--- config.mk ---
export PLATFORM = sky130hd
export DESIGN_NAME = swcs_ram
export DESIGN_NICKNAME = d
export VERILOG_FILES = /design/src/rtl/swcs_ram.sv
export SDC_FILE = /design/constraint.sdc
export NUM_CORES = 1
export LEC_CHECK = 0
export BUFFER_PORTS_ARGS = -buffer_cell sky130_fd_sc_hd__buf_4
export CAP_MARGIN = 20
export CORE_ASPECT_RATIO = 0.9
export CORE_MARGIN = 3
export CORE_UTILIZATION = 25
export CTS_CLUSTER_SIZE = 24
export DETAILED_ROUTE_END_ITERATION = 16
export PLACE_DENSITY = 0.41
export SLEW_MARGIN = 20
export SYNTH_ARGS = -nofsm -noshare
export SYNTH_HDL_FRONTEND = slang
export SYNTH_SLANG_ARGS = --single-unit
--- constraint.sdc ---
create_clock -name clk -period 7.8 [get_ports clk]
set_input_delay 0.39 -clock clk [delete_from_list [all_inputs] [get_ports clk]]
set_output_delay 0.39 -clock clk [all_outputs]
set_load 0.01 [all_outputs]
--- src/rtl/swcs_ram.sv ---
// ----------------------------------------------------------------------------
// swcs_ram
// Generic single-write, single-read RAM with registered read data.
// ----------------------------------------------------------------------------
module swcs_ram #(
  parameter int WIDTH = 32,
  parameter int DEPTH = 32,
  localparam int AW = (DEPTH > 1) ? $clog2(DEPTH) : 1
) (
  input  logic             clk,
  input  logic             we,
  input  logic [AW-1:0]    waddr,
  input  logic [WIDTH-1:0] wdata,
  input  logic [AW-1:0]    raddr,
  output logic [WIDTH-1:0] rdata
);

  logic [WIDTH-1:0] mem [DEPTH];
  logic [WIDTH-1:0] rdata_r;

  // Write port and registered read port.
  always_ff @(posedge clk) begin
    if (we) begin
      mem[waddr] <= wdata;
    end
    rdata_r <= mem[raddr];
  end

  assign rdata = rdata_r;

endmodule

==> impl_metrics.env <==
export IMPL_dr_first_iter_drc_count=1279
export IMPL_max_cap_violations=0
export IMPL_io_pins=76
export IMPL_internal_portion_of_total_power_mw=9.51
export IMPL_synthesis_nets=2304
export IMPL_cts_setup_buffers=0
export IMPL_grt_pass1_vias=21455
export IMPL_cts_root_buffer="clkbuf_16"
export IMPL_synth_seq_area_share_pct=77.5
export IMPL_dr_wl_met2_mm=57.1
export IMPL_most_common_layout_cells="1024 x edfxtp_1, 512 x mux2i_1, 117 x clkbuf_16, 117 x buf_4, 98 x nand3_1"
export IMPL_synth_lib_cells_used_distinct=25
export IMPL_setup_tns_ns=0
export IMPL_critPathBufInv=2
export IMPL_clock_skew_ns=0.0180
export IMPL_cts_buffers_inserted=115
export IMPL_grt_use_total_pct=14.0
export IMPL_final_max_slew_viol_count=0
export IMPL_input_output_buffers=75
export IMPL_final_cell_count_no_fill=4591
export IMPL_cts_sinks=1056
export IMPL_floorplan_die_height_um=388
export IMPL_finalWirelength_mm=118
export IMPL_setup_viol=0
export IMPL_critPathArrivalTime_ns=3.14
export IMPL_final_cell_area_um2=47200
export IMPL_timing_critical_path_required_ns=8.33
export IMPL_globalRoute_totalOverflow=0
export IMPL_wire_length_of_the_first_global_routing_pass_mm=166
export IMPL_placedCellCount=4371
export IMPL_detailed_place_area_um2=43600
export IMPL_mappedNetlistArea_um2=40500
export IMPL_postCtsHoldBufs=0
export IMPL_fin_total_pwr_mw=12.1
export IMPL_vdd_ir_drop_worst_mv=0.178
export IMPL_path_cells="buf_8 > buf_12 > mux2i_1 > a22o_1 > nor3_1 > a31oi_1 > nand3_1"
export IMPL_power_clock_fraction_pct=42.6
export IMPL_clk_pin_slew_ns=0.06
export IMPL_cts_htree_levels=3
export IMPL_drt_met1_wl_mm=53.1
export IMPL_postLayoutSetupSlackWorst_ns=5.20
export IMPL_rows=139
export IMPL_start_kind="input pin"
export IMPL_layout_nets=2417
export IMPL_worst_path_largest_cell_delay_ns=0.68
export IMPL_antenna_found_initial=9
export IMPL_critPathMaxFanout=134
export IMPL_syn_inst=2260
export IMPL_fp_dieW_um=430
export IMPL_post_dp_hpwl_mm=57.7
export IMPL_cellLeakagePower_nw=16.0
export IMPL_yosys_area_top_type="edfxtp_1"
export IMPL_fin_crit_ns=2.60
export IMPL_drc=0
export IMPL_ys_warn_count=0
export IMPL_via_per_inst=4.56
export IMPL_synth_area_leaders="edfxtp_1 76%, mux2i_1 13%, a22oi_1 1.8%"
export IMPL_final_min_period_over_clock_period_pct=33.3
export IMPL_hold_viol=0
export IMPL_routed_top_layer="met5"
export IMPL_layout_cells_most_common="edfxtp_1"
export IMPL_p_per_area_nw_per_um2=257
export IMPL_drive_above_1_share_pct=12.7
export IMPL_via_count=20923
export IMPL_min_path_type="input pin to flop"
export IMPL_worst_slack_on_hold_paths_ns=0.108
export IMPL_design_die_area_um2=167000
export IMPL_clk_latency_ns=0.70
export IMPL_cts_resized=0
export IMPL_rsz0062_at_grt="false"
export IMPL_grt_start_max_net_pins=135
export IMPL_outcome="finished, final reports clean"
export IMPL_criticalPathCategory="input pin to flop"
export IMPL_timing_critical_path_to_type="flop"
export IMPL_gpl_final_weighted_congestion=0.703
export IMPL_post_synth_cell_area_avg_um2=17.9
export IMPL_final_util_pct=29.5
export IMPL_pwr_share_comb_pct=5.1
export IMPL_max_freq_ghz=0.384
export IMPL_cts_tree="built"
export IMPL_avgRoutedWirePerCell_um=25.8
export IMPL_floorplan_initialDensity_pct=25.3
export IMPL_met3_wirelength_mm=4.89
export IMPL_firstDrtPassIters=5
export IMPL_seqPwrFrac_pct=52.3
export IMPL_netlist_area_leader_share_pct=76.0
export IMPL_power_net_switching_mw=2.62
export IMPL_critPathTopFamily="buffers and inverters"
export IMPL_core_um2=160000
export IMPL_detail_route_antenna_nets=0
export IMPL_slew_headroom_pct=23.5
export IMPL_cts_max_path_buffers=3
export IMPL_crit_slowest_cell="buf_12"
export IMPL_sw_frac_of_total_pct=21.6
export IMPL_synth_seq_cells=1056
export IMPL_dp_worst_setup_slack_ns=4.53
export IMPL_synthToLayoutAreaGrowth_pct=16.7
export IMPL_slew_of_the_pin_with_the_lowest_slew_margin_ns=1.15
==> final timing paths <==
check                                  from  slack [ns]  cells after the start           to
worst max register to register   mem[7][18]        6.32                      5    rdata[18]
worst max-delay path               raddr[0]        5.20                      7    rdata[24]
worst min register to register  mem[16][14]        0.59                      4    rdata[14]
worst min-delay path              wdata[25]        0.11                      1  mem[22][25]
==> worst reg2reg max path: stages, from the launching register on <==
cell and delay [ns]:
edfxtp_1 0.37, mux2i_1 0.14, a22o_1 0.16, nor3_1 0.06, a31oi_1 0.35, nand3_1 0.23
==> metal layers <==
| layer | vias up | global-route usage, % |
|---|---|---|
| met1 | 11048 | 18.7 |
| met3 | 176 | 2.48 |
| met5 | - | 0 |
| met2 | 439 | 23.1 |
| li1 | 9254 | - |
| met4 | 6 | 4.05 |
==> Yosys cell counts, drive strengths merged <==
cell,instances
a22o,64
and2,1
nor2,34
nand2b,2
and2b,1
nand3b,5
dfxtp,32
or3,1
nand2,98
nor3,32
clkbuf,48
edfxtp,1024
a31oi,32
or2,1
mux2i,512
or3b,3
nor2b,1
a22oi,96
buf,79
a21oi,96
nand3,98
==> registers in the layout, summed over array words and instances (netlist names) <==
name,flops
mem,1024
rdata,32
==> kinds of logic after synthesis <==
family / after synthesis / share of synthesized area [%]
AOI/OAI and AO/OA: 288 / 4.85
buffers and inverters: 127 / 1.86
and+or+nand+nor: 277 / 3.10
DFF: 1056 / 77.5
muxes: 512 / 12.7
==> power groups by stage <==
stage	Clock (mW)	Combinational (mW)	Sequential, mW
floorplan	0	0.326	6.46
global placement	0	0.625	6.47
detailed placement	0	0.634	6.47
CTS	5.32	0.635	6.36
global route	5.55	0.673	6.36
finish	5.16	0.619	6.35
==> layout make-up <==
type                            count  area, um^2
Tap cell                         2115        2650
Multi-Input combinational cell   1077        8610
Timing Repair Buffer              123         993
Clock inverter                     52         394
Sequential cell                  1056       31400
Fill cell                       15661      113000
Clock buffer                      165        3200
Antenna cell                        3        7.51
No activity file was read; power rests on OpenSTA's default activity.
