## src/rtl/swcs_pkg.sv

```systemverilog
// ----------------------------------------------------------------------------
// swcs_pkg
// Shared types, constants and saturation helpers for the sliding-window
// conditional sampler.
// ----------------------------------------------------------------------------
package swcs_pkg;

  // Default sizes of the block.
  localparam int TAGS_DEF      = 4096;
  localparam int WINDOW_DEF    = 32;
  localparam int SECTIONS_DEF  = 16;
  localparam int FRAC_BITS_DEF = 24;

  // Operation codes carried by an input item.
  typedef enum logic [1:0] {
    OP_COEF    = 2'd0,
    OP_SECTION = 2'd1,
    OP_STD     = 2'd2,
    OP_SAMPLE  = 2'd3
  } op_t;

  // Configuration register indexes.
  localparam logic [1:0] CFG_TAG_COUNT  = 2'd0;
  localparam logic [1:0] CFG_WINDOW_LEN = 2'd1;

  localparam logic signed [63:0] S32_MAX = 64'sd2147483647;
  localparam logic signed [63:0] S32_MIN = -64'sd2147483648;

  // Clamp a wide signed value into 32 bits.
  function automatic logic signed [31:0] sat32(input logic signed [63:0] v);
    if (v > S32_MAX) begin
      return 32'sh7FFFFFFF;
    end else if (v < S32_MIN) begin
      return 32'sh80000000;
    end
    return v[31:0];
  endfunction

  // True when sat32 would clamp the value.
  function automatic logic ovf32(input logic signed [63:0] v);
    return (v > S32_MAX) || (v < S32_MIN);
  endfunction

endpackage

```

## src/rtl/swcs_div.sv

```systemverilog
// ----------------------------------------------------------------------------
// swcs_div
// Radix-2 restoring divider: (num << FRAC_BITS) / den on magnitudes,
// one quotient bit per cycle.
// ----------------------------------------------------------------------------
module swcs_div
  import swcs_pkg::*;
#(
  parameter int FRAC_BITS = FRAC_BITS_DEF,
  localparam int QW = 32 + FRAC_BITS
) (
  input  logic          clk,
  input  logic          rst_n,
  input  logic          start,
  input  logic [31:0]   num,
  input  logic [31:0]   den,
  output logic          done,
  output logic [QW-1:0] quo
);

  localparam int CNTW = $clog2(QW + 1);

  logic            busy_r;
  logic            done_r;
  logic [CNTW-1:0] cnt_r;
  logic [QW-1:0]   sh_r;
  logic [31:0]     rem_r;
  logic [31:0]     den_r;
  logic [32:0]     rem_sh;
  logic            fits;

  // Bring down the next dividend bit and try the subtraction.
  assign rem_sh = {rem_r, sh_r[QW-1]};
  assign fits   = rem_sh >= {1'b0, den_r};

  // Control state.
  always_ff @(posedge clk) begin
    if (!rst_n) begin
      busy_r <= 1'b0;
      done_r <= 1'b0;
      cnt_r  <= '0;
    end else begin
      done_r <= 1'b0;
      if (start) begin
        busy_r <= 1'b1;
        cnt_r  <= CNTW'(QW);
      end else if (busy_r) begin
        cnt_r <= cnt_r - 1'b1;
        if (cnt_r == CNTW'(1)) begin
          busy_r <= 1'b0;
          done_r <= 1'b1;
        end
      end
    end
  end

  // Datapath: the shift register holds the dividend, then the quotient.
  always_ff @(posedge clk) begin
    if (start) begin
      sh_r  <= {num, {FRAC_BITS{1'b0}}};
      rem_r <= '0;
      den_r <= den;
    end else if (busy_r) begin
      sh_r  <= {sh_r[QW-2:0], fits};
      rem_r <= fits ? 32'(rem_sh - {1'b0, den_r}) : rem_sh[31:0];
    end
  end

  assign done = done_r;
  assign quo  = sh_r;

endmodule

```

## config.mk

```make
export PLATFORM = sky130hd
export DESIGN_NAME = swcs_div
export DESIGN_NICKNAME = d
export VERILOG_FILES = /design/src/rtl/swcs_pkg.sv /design/src/rtl/swcs_div.sv
export SDC_FILE = /design/constraint.sdc
export NUM_CORES = 1
export LEC_CHECK = 0
export BUFFER_PORTS_ARGS = -buffer_cell sky130_fd_sc_hd__buf_2
export CAP_MARGIN = 20
export CORE_MARGIN = 8
export CORE_UTILIZATION = 40
export CTS_CLUSTER_DIAMETER = 200
export CTS_CLUSTER_SIZE = 16
export DETAILED_ROUTE_END_ITERATION = 6
export PLACE_DENSITY_LB_ADDON = 0.08
export SLEW_MARGIN = 20
export SYNTH_ARGS = -nofsm -noshare
export SYNTH_HDL_FRONTEND = slang
export SYNTH_SLANG_ARGS = --single-unit
```

## constraint.sdc

```tcl
create_clock -name clk -period 7.9 [get_ports clk]
set_input_delay 2.37 -clock clk [delete_from_list [all_inputs] [get_ports clk]]
set_output_delay 2.37 -clock clk [all_outputs]
set_load 0.02 [all_outputs]
```

==> run metrics <==
Nets=between 800 and 900; Die X=roughly 150 um; most common cell after layout, fill and taps aside=buf_2; largest net degree at the start of global routing=~80; RSZ-0062 raised after global routing=no; minimum clock period=4.22 ns; CTS sink count=about 130; crit end category=register; Fin Setup TNS=0 ns; Inserted Diodes=0; Core ar.=between 15000 and 20000 um^2; DR vias/cell=5.30; largest cells by area after synthesis=edfxtp_1 (29%), dfxtp_1 (19%), ha_1 (6.3%); Synth Instances=~650; leak pwr=~0.0037 uW; crit path max fanout=69; crit path kind=in -> reg; post-synth top area cell=edfxtp_1; Rows=47; Synth Register Bits=128; synthesized cell area=between 6000 and 7000 um^2; layout cells sized above 1=0.230; most frequent cells in the layout=buf_2 (122), nor2_1 (67), edfxtp_1 (64); worst clock skew=~0.0098 ns; initial core utilization=0.407; die area=21200 um^2; Longest Clk Path Bufs=2; Via Count=roughly 5200; CTS buffer count=17; Fin Hold WS=between 0.5 and 0.6 ns; min-delay worst type=reg -> reg; Final Setup Violations=0; root buf cell=clkbuf_16; Clk pin slew, worst setup/hold paths=~0.060 ns; Post-CTS Setup Inserts=0; yosys warns=0; max-cap check violation count=0; Seq/Total Area, Yosys=0.476; first-pass GRT wire length=26800 um; Die Ht=around 150 um; H-tree depth=4; Avg Inst Size Synth=between 10 and 15 um^2; fmax=237 MHz; Congestion Overflow GR=0; worst skew pair latency=0.42 ns; gr usage total=0.155; vias in the first global route=just over 5000; Slew Viols, Final=0; I/O pins=~120; Power Density=232 nW/um^2; Synth async-reset ratio=0; GPL Wtd Cong=approximately 0.86; DP HPWL=~12000 um; syn nets=between 700 and 800; # resized after CTS=0; Slew @ Worst Pin=0.985 ns; Fin. Hold Viols=0; Synth top area share=0.285; WL final=~17000 um; initial antenna violation count=0; Syn-to-layout area delta=20.1%; relative slew slack=0.343; ANT nets after route=0; nature of the critical path startpoint=primary input; Overall Power=around 1900 uW; VDD IR max=157 uV; ys flop type=edfxtp_1; DR DRC count=0; # hold bufs at CTS=0; number of synthesized flops with an enable pin=between 60 and 70; Worst EP arrival=~4.4 ns; share of the cycle needed by the critical path after routing=0.534; TritonCTS clock tree=done; Avg WL per Cell=about 17 um; count of cell types in the netlist=66; DR pass1 iterations=4; outcome=complete, no violations; Buffers on Ports=between 100 and 150; critical path data required time=8.07 ns; DR iter-0 viols=277
==> critical path, stage by stage <==
cell    delay [ns]
buf_4         0.47
buf_4         0.70
nor2_2        0.24
buf_4         0.31
a22o_1        0.22
==> synth_stat cells (all sizes together), types with 2 or more instances <==
| library cell | number |
|---|---|
| a21o | 9 |
| a211o | 6 |
| a31o | 2 |
| nor2b | 7 |
| nand2b | 6 |
| nor2 | 68 |
| ha | 34 |
| nor3 | 16 |
| mux2i | 41 |
| o2111ai | 2 |
| xnor2 | 16 |
| o211ai | 4 |
| a32oi | 5 |
| nand4 | 9 |
| a21oi | 39 |
| nor4 | 2 |
| a211oi | 23 |
| a311oi | 2 |
| nor3b | 2 |
| a22o | 31 |
| and4 | 2 |
| o31ai | 5 |
| buf | 11 |
| inv | 45 |
| o311ai | 2 |
| dfxtp | 64 |
| o21ai | 15 |
| xor2 | 18 |
| a31oi | 7 |
| o21a | 5 |
| o21bai | 2 |
| and3 | 6 |
| nand2 | 23 |
| edfxtp | 64 |
| o41ai | 2 |
| clkbuf | 26 |
| nand3 | 11 |
==> flip-flops by register name, summed over array words and instances, names as in the netlist <==
register / cells
quo: 56
den_r: 32
rem_r: 32
cnt_r: 6
busy_r: 1
done: 1
==> cell families after synthesis <==
kind of cell	share of synthesized area
adder cells (fa/ha/maj)	0.0662
flip-flops	0.476
multiplexers	0.0632
XOR/XNOR	0.0442
buffers and inverters	0.0504
AND/OR/NAND/NOR	0.113
AO/OA/AOI/OAI	0.187
==> metal layers <==
layer / GRT usage / wire length [um] / vias to the layer above
li1: - / - / 2611
met1: 0.196 / 7760 / 2498
met2: 0.247 / 7690 / 124
met3: 0.0442 / 821 / 16
met4: 0.0588 / 244 / 0
met5: 0 / 0 / -
==> layout make-up <==
class	count	area, um^2
clock buffers	20	479
clock inverters	12	92.6
fillers	1566	8440
inverters	45	169
multi-input cells	437	3190
flip-flops and latches	128	3200
well taps	220	275
repair buffers	128	676
==> final timing paths <==
| kind | startpoint | end | slack (ns) | cells past startpoint |
|---|---|---|---|---|
| worst max-delay path | start | quo[29] | 3.68 | 5 |
| worst min-delay path | rem_r[4] | rem_r[4] | 0.50 | 2 |
| worst max register to register | den_r[1] | rem_r[22] | 4.59 | 12 |
| worst min register to register | rem_r[4] | rem_r[4] | 0.50 | 2 |
==> through the flow <==
stage	instance area, um^2	instances	setup WS [ns]	util
6_report	8090	990	3.68	0.490
5_1_grt	8090	990	3.53	0.490
4_1_cts	8090	990	3.70	0.490
3_5_place_dp	7520	958	3.24	0.455
3_3_place_gp	7490	957	3.30	0.453
2_1_floorplan	6730	647	4.25	-
==> report_power, final <==
part	internal, uW	switching [uW]	leakage (uW)	total [uW]
combinational	140	209	0.00221	349
sequential	748	27.4	0.00117	775
clock	443	306	0.000287	749
Note: power is estimated with default switching activity, not from simulation.
