==> config.mk <==
export PLATFORM = sky130hd
export DESIGN_NAME = swcs_mul
export DESIGN_NICKNAME = d
export VERILOG_FILES = /design/src/rtl/swcs_pkg.sv /design/src/rtl/swcs_mul.sv
export SDC_FILE = /design/constraint.sdc
export NUM_CORES = 2
export LEC_CHECK = 0
export BUFFER_PORTS_ARGS = -buffer_cell sky130_fd_sc_hd__buf_2
export CORE_MARGIN = 2
export CORE_UTILIZATION = 41
export CTS_BUF_LIST = sky130_fd_sc_hd__clkbuf_16
export CTS_CLUSTER_DIAMETER = 200
export CTS_CLUSTER_SIZE = 28
export DETAILED_ROUTE_END_ITERATION = 12
export HOLD_SLACK_MARGIN = 0.1
export PLACE_DENSITY_LB_ADDON = 0.25
export SLEW_MARGIN = 5
export SYNTH_ARGS = -nofsm -noshare
export SYNTH_HDL_FRONTEND = slang
export SYNTH_SLANG_ARGS = --single-unit
==> constraint.sdc <==
create_clock -name clk -period 23.4 [get_ports clk]
set_clock_uncertainty 0.1 [all_clocks]
set_input_delay 4.68 -clock clk [delete_from_list [all_inputs] [get_ports clk]]
set_output_delay 4.68 -clock clk [all_outputs]
set_load 0.005 [all_outputs]
==> src/rtl/swcs_pkg.sv <==
// ----------------------------------------------------------------------------
// swcs_pkg
// Shared types, constants and saturation helpers for the sliding-window
// conditional sampler.
// ----------------------------------------------------------------------------
package swcs_pkg;

  // Default sizes of the block.
  localparam int TAGS_DEF      = 4096;
  localparam int WINDOW_DEF    = 32;
  localparam int SECTIONS_DEF  = 16;
  localparam int FRAC_BITS_DEF = 24;

  // Operation codes carried by an input item.
  typedef enum logic [1:0] {
    OP_COEF    = 2'd0,
    OP_SECTION = 2'd1,
    OP_STD     = 2'd2,
    OP_SAMPLE  = 2'd3
  } op_t;

  // Configuration register indexes.
  localparam logic [1:0] CFG_TAG_COUNT  = 2'd0;
  localparam logic [1:0] CFG_WINDOW_LEN = 2'd1;

  localparam logic signed [63:0] S32_MAX = 64'sd2147483647;
  localparam logic signed [63:0] S32_MIN = -64'sd2147483648;

  // Clamp a wide signed value into 32 bits.
  function automatic logic signed [31:0] sat32(input logic signed [63:0] v);
    if (v > S32_MAX) begin
      return 32'sh7FFFFFFF;
    end else if (v < S32_MIN) begin
      return 32'sh80000000;
    end
    return v[31:0];
  endfunction

  // True when sat32 would clamp the value.
  function automatic logic ovf32(input logic signed [63:0] v);
    return (v > S32_MAX) || (v < S32_MIN);
  endfunction

endpackage

==> src/rtl/swcs_mul.sv <==
// ----------------------------------------------------------------------------
// swcs_mul
// Shared fixed-point multiplier: exact 32x32 product, rounded to the
// fraction width by adding half an LSB and flooring, registered.
// ----------------------------------------------------------------------------
module swcs_mul
  import swcs_pkg::*;
#(
  parameter int FRAC_BITS = FRAC_BITS_DEF
) (
  input  logic               clk,
  input  logic signed [31:0] a,
  input  logic signed [31:0] b,
  output logic signed [63:0] prod
);

  localparam logic signed [63:0] HALF = 64'sd1 <<< (FRAC_BITS - 1);

  logic signed [63:0] prod_r;

  // One product per cycle, available the cycle after the operands.
  always_ff @(posedge clk) begin
    prod_r <= (64'(a) * 64'(b) + HALF) >>> FRAC_BITS;
  end

  assign prod = prod_r;

endmodule

==> Implementation_results.wiki <==
{| class="wikitable"
! Metric !! Value
|-
| Run status || finished clean
|-
| Clock slew at reported path FFs || 0.07 ns
|-
| Post-CTS Setup Repair Bufs || 0
|-
| Total setup violations reported at the end of the flow || 0
|-
| Average wire length per cell after detail routing || 20.0 um
|-
| Starting density of the core || 41.5%
|-
| Inst Count DP || 4,966
|-
| Share of synthesized cell area in full adder, half adder and majority cells || 65.0%
|-
| Number of buffers added by the clock tree synthesis step || 5
|-
| Post-synth top flop || sky130_fd_sc_hd__dfxtp_1
|-
| Total overflow reported by the global router || 0
|-
| Clock root buffer master || sky130_fd_sc_hd__clkbuf_16
|-
| Path class of the lowest-slack min-delay path || register to primary output
|-
| Type of origin of the critical path || input port
|-
| Xor and xnor fraction of the mapped netlist area || 1.31%
|-
| Area share of the largest cell type after synthesis || 59.0%
|-
| Crit path capture type || register
|-
| Initial antenna violation count || 9
|-
| Mapped cell area || 36,700 um^2
|-
| Worst hold endpoint || prod[17]
|-
| Critical setup path kind || input port to register
|-
| Final critical delay including setup and external delays || 13.26 ns
|-
| Depth of the worst hold-timing path || 1
|-
| Max Slew Vio Count || 0
|-
| Top-count cell post-synth || sky130_fd_sc_hd__fa_1
|-
| CP max stage cell || sky130_fd_sc_hd__fa_1
|-
| Share of layout cells above drive strength 1 || 4.57%
|-
| Multiplexer area fraction after synthesis || 0.0273%
|-
| Dominant cells by area after synthesis || sky130_fd_sc_hd__fa_1 59%, sky130_fd_sc_hd__inv_1 9.9%, sky130_fd_sc_hd__and2_1 8.8%
|-
| Die Span Y || 303 um
|-
| Clock tree from TritonCTS || done
|-
| Worst-path fanout max || 32
|-
| First-pass GRT wire length || 162,000 um
|-
| Per-instance average area after synthesis || 9.47 um^2
|-
| Count of input and output buffers || 128
|-
| Main combinational cell family by area after synthesis || adder cells
|-
| Floorplan die area || 92,000 um^2
|-
| Worst stage delay on the critical path || 0.86 ns
|-
| Arrival @ worst endpoint || 13.38 ns
|-
| Simple-gate share of the synthesized area || 15.7%
|-
| Number of storage elements in the synthesis netlist || 40
|-
| Number of levels in the clock H-tree || 2
|-
| Cells after synthesis || 3,877
|-
| EDFF count, synth || 0
|-
| Area delta synth->final || 4.02%
|-
| Worst hold path startpoint || prod[17]
|-
| Syn. warnings || 0
|-
| Number of fill cells in the layout || 8,654
|-
| Number of DRC markers in iteration 0 || 1,479
|-
| Tot GR Track Use || 23.2%
|-
| Ratio of routed vias to standard cells || 5.00
|-
| Horizontal die dimension || 303 um
|-
| Share of the synthesized area in compound gates (AO/OA/AOI/OAI) || 3.16%
|-
| Flip-flop count of the largest register after layout || 40
|-
| Number of max-cap violations || 0
|-
| Clk buf depth || 2
|-
| Nets || 5,133
|-
| Post-Route WL || 99,700 um
|-
| Synthesized netlist net count || 5,202
|-
| Via count || 24,898
|-
| Number of top-level pins || 129
|-
| Gpl congestion || 0.885
|-
| Worst slew margin || 33.2%
|-
| CP required || 23.51 ns
|-
| Final worst path period share || 56.7%
|-
| Count of cell types in the netlist || 62
|-
| Number of global-route vias before repair || 27,270
|-
| Biggest area consumer among synthesized cells || sky130_fd_sc_hd__fa_1
|-
| Unrepaired setup endpoints after global routing || false
|-
| Critical-path cell list || buf_2 -> nand2_1 -> inv_1 -> fa_1 -> inv_1 -> fa_1 -> inv_1 -> fa_1 -> fa_1 -> inv_1 -> fa_1 -> inv_1 -> fa_1 -> inv_1 -> fa_1 -> inv_1 -> fa_1 -> ha_1 -> nand4_1 -> nor4_1 -> o211ai_1 -> nand3_1 -> a21boi_1 -> xnor2_1
|-
| Sequential share of the synthesized area || 2.18%
|-
| TritonCTS sink count || 40
|-
| Max Freq || 75.4 MHz
|-
| Routed Antenna Nets || 0
|-
| Estimated wirelength of the detail-placed design || 81,200 um
|-
| Pin count of the biggest net entering global routing || 33
|-
| Transition time at the pin with the least slew margin || 0.995 ns
|-
| Number of standard-cell rows in the floorplan || 109
|-
| Fin. Hold Viols || 0
|-
| Number of remaining DRC errors || 0
|-
| Non-filler cells, final || 4,975
|-
| Placeable core area || 88,500 um^2
|-
| PostCTS Resize Cnt || 0
|-
| Pre-Repair DR Iteration Count || 8
|-
| Share of flip-flops with an asynchronous set or reset || 0%
|-
| Total negative setup slack || 0 ns
|-
| Hold bufs inserted after CTS || 0
|-
| List of most frequent post-synthesis cells || 1,082 x sky130_fd_sc_hd__fa_1, 972 x sky130_fd_sc_hd__inv_1, 514 x sky130_fd_sc_hd__and2_1
|-
| Library cell appearing most often on the critical path || sky130_fd_sc_hd__fa_1
|}
worst max-delay path, delay by kind of cell:
family | cells | cell delay [ns]
AO/OA/AOI/OAI | 2 | 0.49
XOR/XNOR | 1 | 0.15
adder cells (fa/ha/maj) | 9 | 4.77
buffers and inverters | 8 | 1.70
AND/OR/NAND/NOR | 4 | 1.55
cells in the final DEF, fill, tap and decap left out, types with 5 or more instances in the layout:
master,Yosys,layout
sky130_fd_sc_hd__o21ai_0,17,17
sky130_fd_sc_hd__o211ai_1,6,6
sky130_fd_sc_hd__buf_2,3,128
sky130_fd_sc_hd__buf_4,24,25
sky130_fd_sc_hd__o21ai_1,6,6
sky130_fd_sc_hd__nor3_1,9,9
sky130_fd_sc_hd__fa_1,1082,1082
sky130_fd_sc_hd__nand3_1,14,14
sky130_fd_sc_hd__dfxtp_1,40,40
sky130_fd_sc_hd__inv_1,972,972
sky130_fd_sc_hd__a31oi_1,7,7
sky130_fd_sc_hd__and2_1,514,514
sky130_fd_sc_hd__nor2_1,50,50
sky130_fd_sc_hd__nand2_1,513,513
sky130_fd_sc_hd__a21o_1,34,34
sky130_fd_sc_hd__xnor2_1,37,37
sky130_fd_sc_hd__ha_1,178,178
sky130_fd_sc_hd__a21oi_1,51,51
sky130_fd_sc_hd__o21bai_1,11,11
sky130_fd_sc_hd__a211oi_1,5,5
sky130_fd_sc_hd__nor2b_1,6,6
sky130_fd_sc_hd__nand4_1,13,13
sky130_fd_sc_hd__nand2b_1,9,9
sky130_fd_sc_hd__clkbuf_16,0,5
sky130_fd_sc_hd__and3_1,7,7
sky130_fd_sc_hd__xor2_1,18,18
through the flow:
| stage | util [%] | cell area [um^2] | hold slack [ns] | setup slack (ns) |
|---|---|---|---|---|
| after floorplan | - | 36700 | 4.86 | 11.46 |
| after CTS | 43.2 | 38200 | 5.33 | 10.17 |
| final | 43.2 | 38200 | 5.31 | 10.14 |
| after global routing | 43.2 | 38200 | 5.35 | 9.81 |
| after global placement | 43.0 | 38100 | 4.96 | 9.83 |
| after detailed placement | 43.0 | 38100 | 4.96 | 9.84 |
metal layers:
| layer | wire length [um] | track usage, % | vias up | part of all wire [%] |
|---|---|---|---|---|
| li1 | - | - | 10805 | - |
| met1 | 42600 | 31.9 | 13307 | 43 |
| met2 | 48900 | 38.8 | 654 | 49 |
| met3 | 6060 | 3.76 | 118 | 6.1 |
| met4 | 2130 | 4.81 | 14 | 2.1 |
| met5 | 76 | 0 | - | 0.076 |
cell type report:
class | count | area [um^2] | share of cell area [%]
clock buffer | 5 | 125 | 0.328
antenna | 1 | 2.50 | 0.00655
multi-input combinational | 2635 | 31300 | 82.0
tap | 1165 | 1460 | 3.82
sequential | 40 | 801 | 2.10
clock inverter | 3 | 17.5 | 0.0459
timing repair buffer | 153 | 828 | 2.17
inverter | 973 | 3650 | 9.56
worst max path at each step:
stage                     start       end  cells after the start  slack, ns
after floorplan           a[31]  prod[37]                     28      11.46
after global placement    a[31]  prod[34]                     24       9.83
after detailed placement  a[31]  prod[34]                     24       9.84
after CTS                 a[31]  prod[34]                     24      10.17
after global routing      a[31]  prod[34]                     24       9.81
final                     a[31]  prod[34]                     24      10.14
cell families after synthesis:
kind of cell,after synthesis
AOI/OAI and AO/OA,171
xor gates and xnor gates,55
adders and majority gates,1260
buffers and inverters,1202
DFF,40
muxes,1
and+or+nand+nor,1148
Power is not shown: default switching activity piles up to over one toggle a cycle in this logic, so the estimate is an artifact.
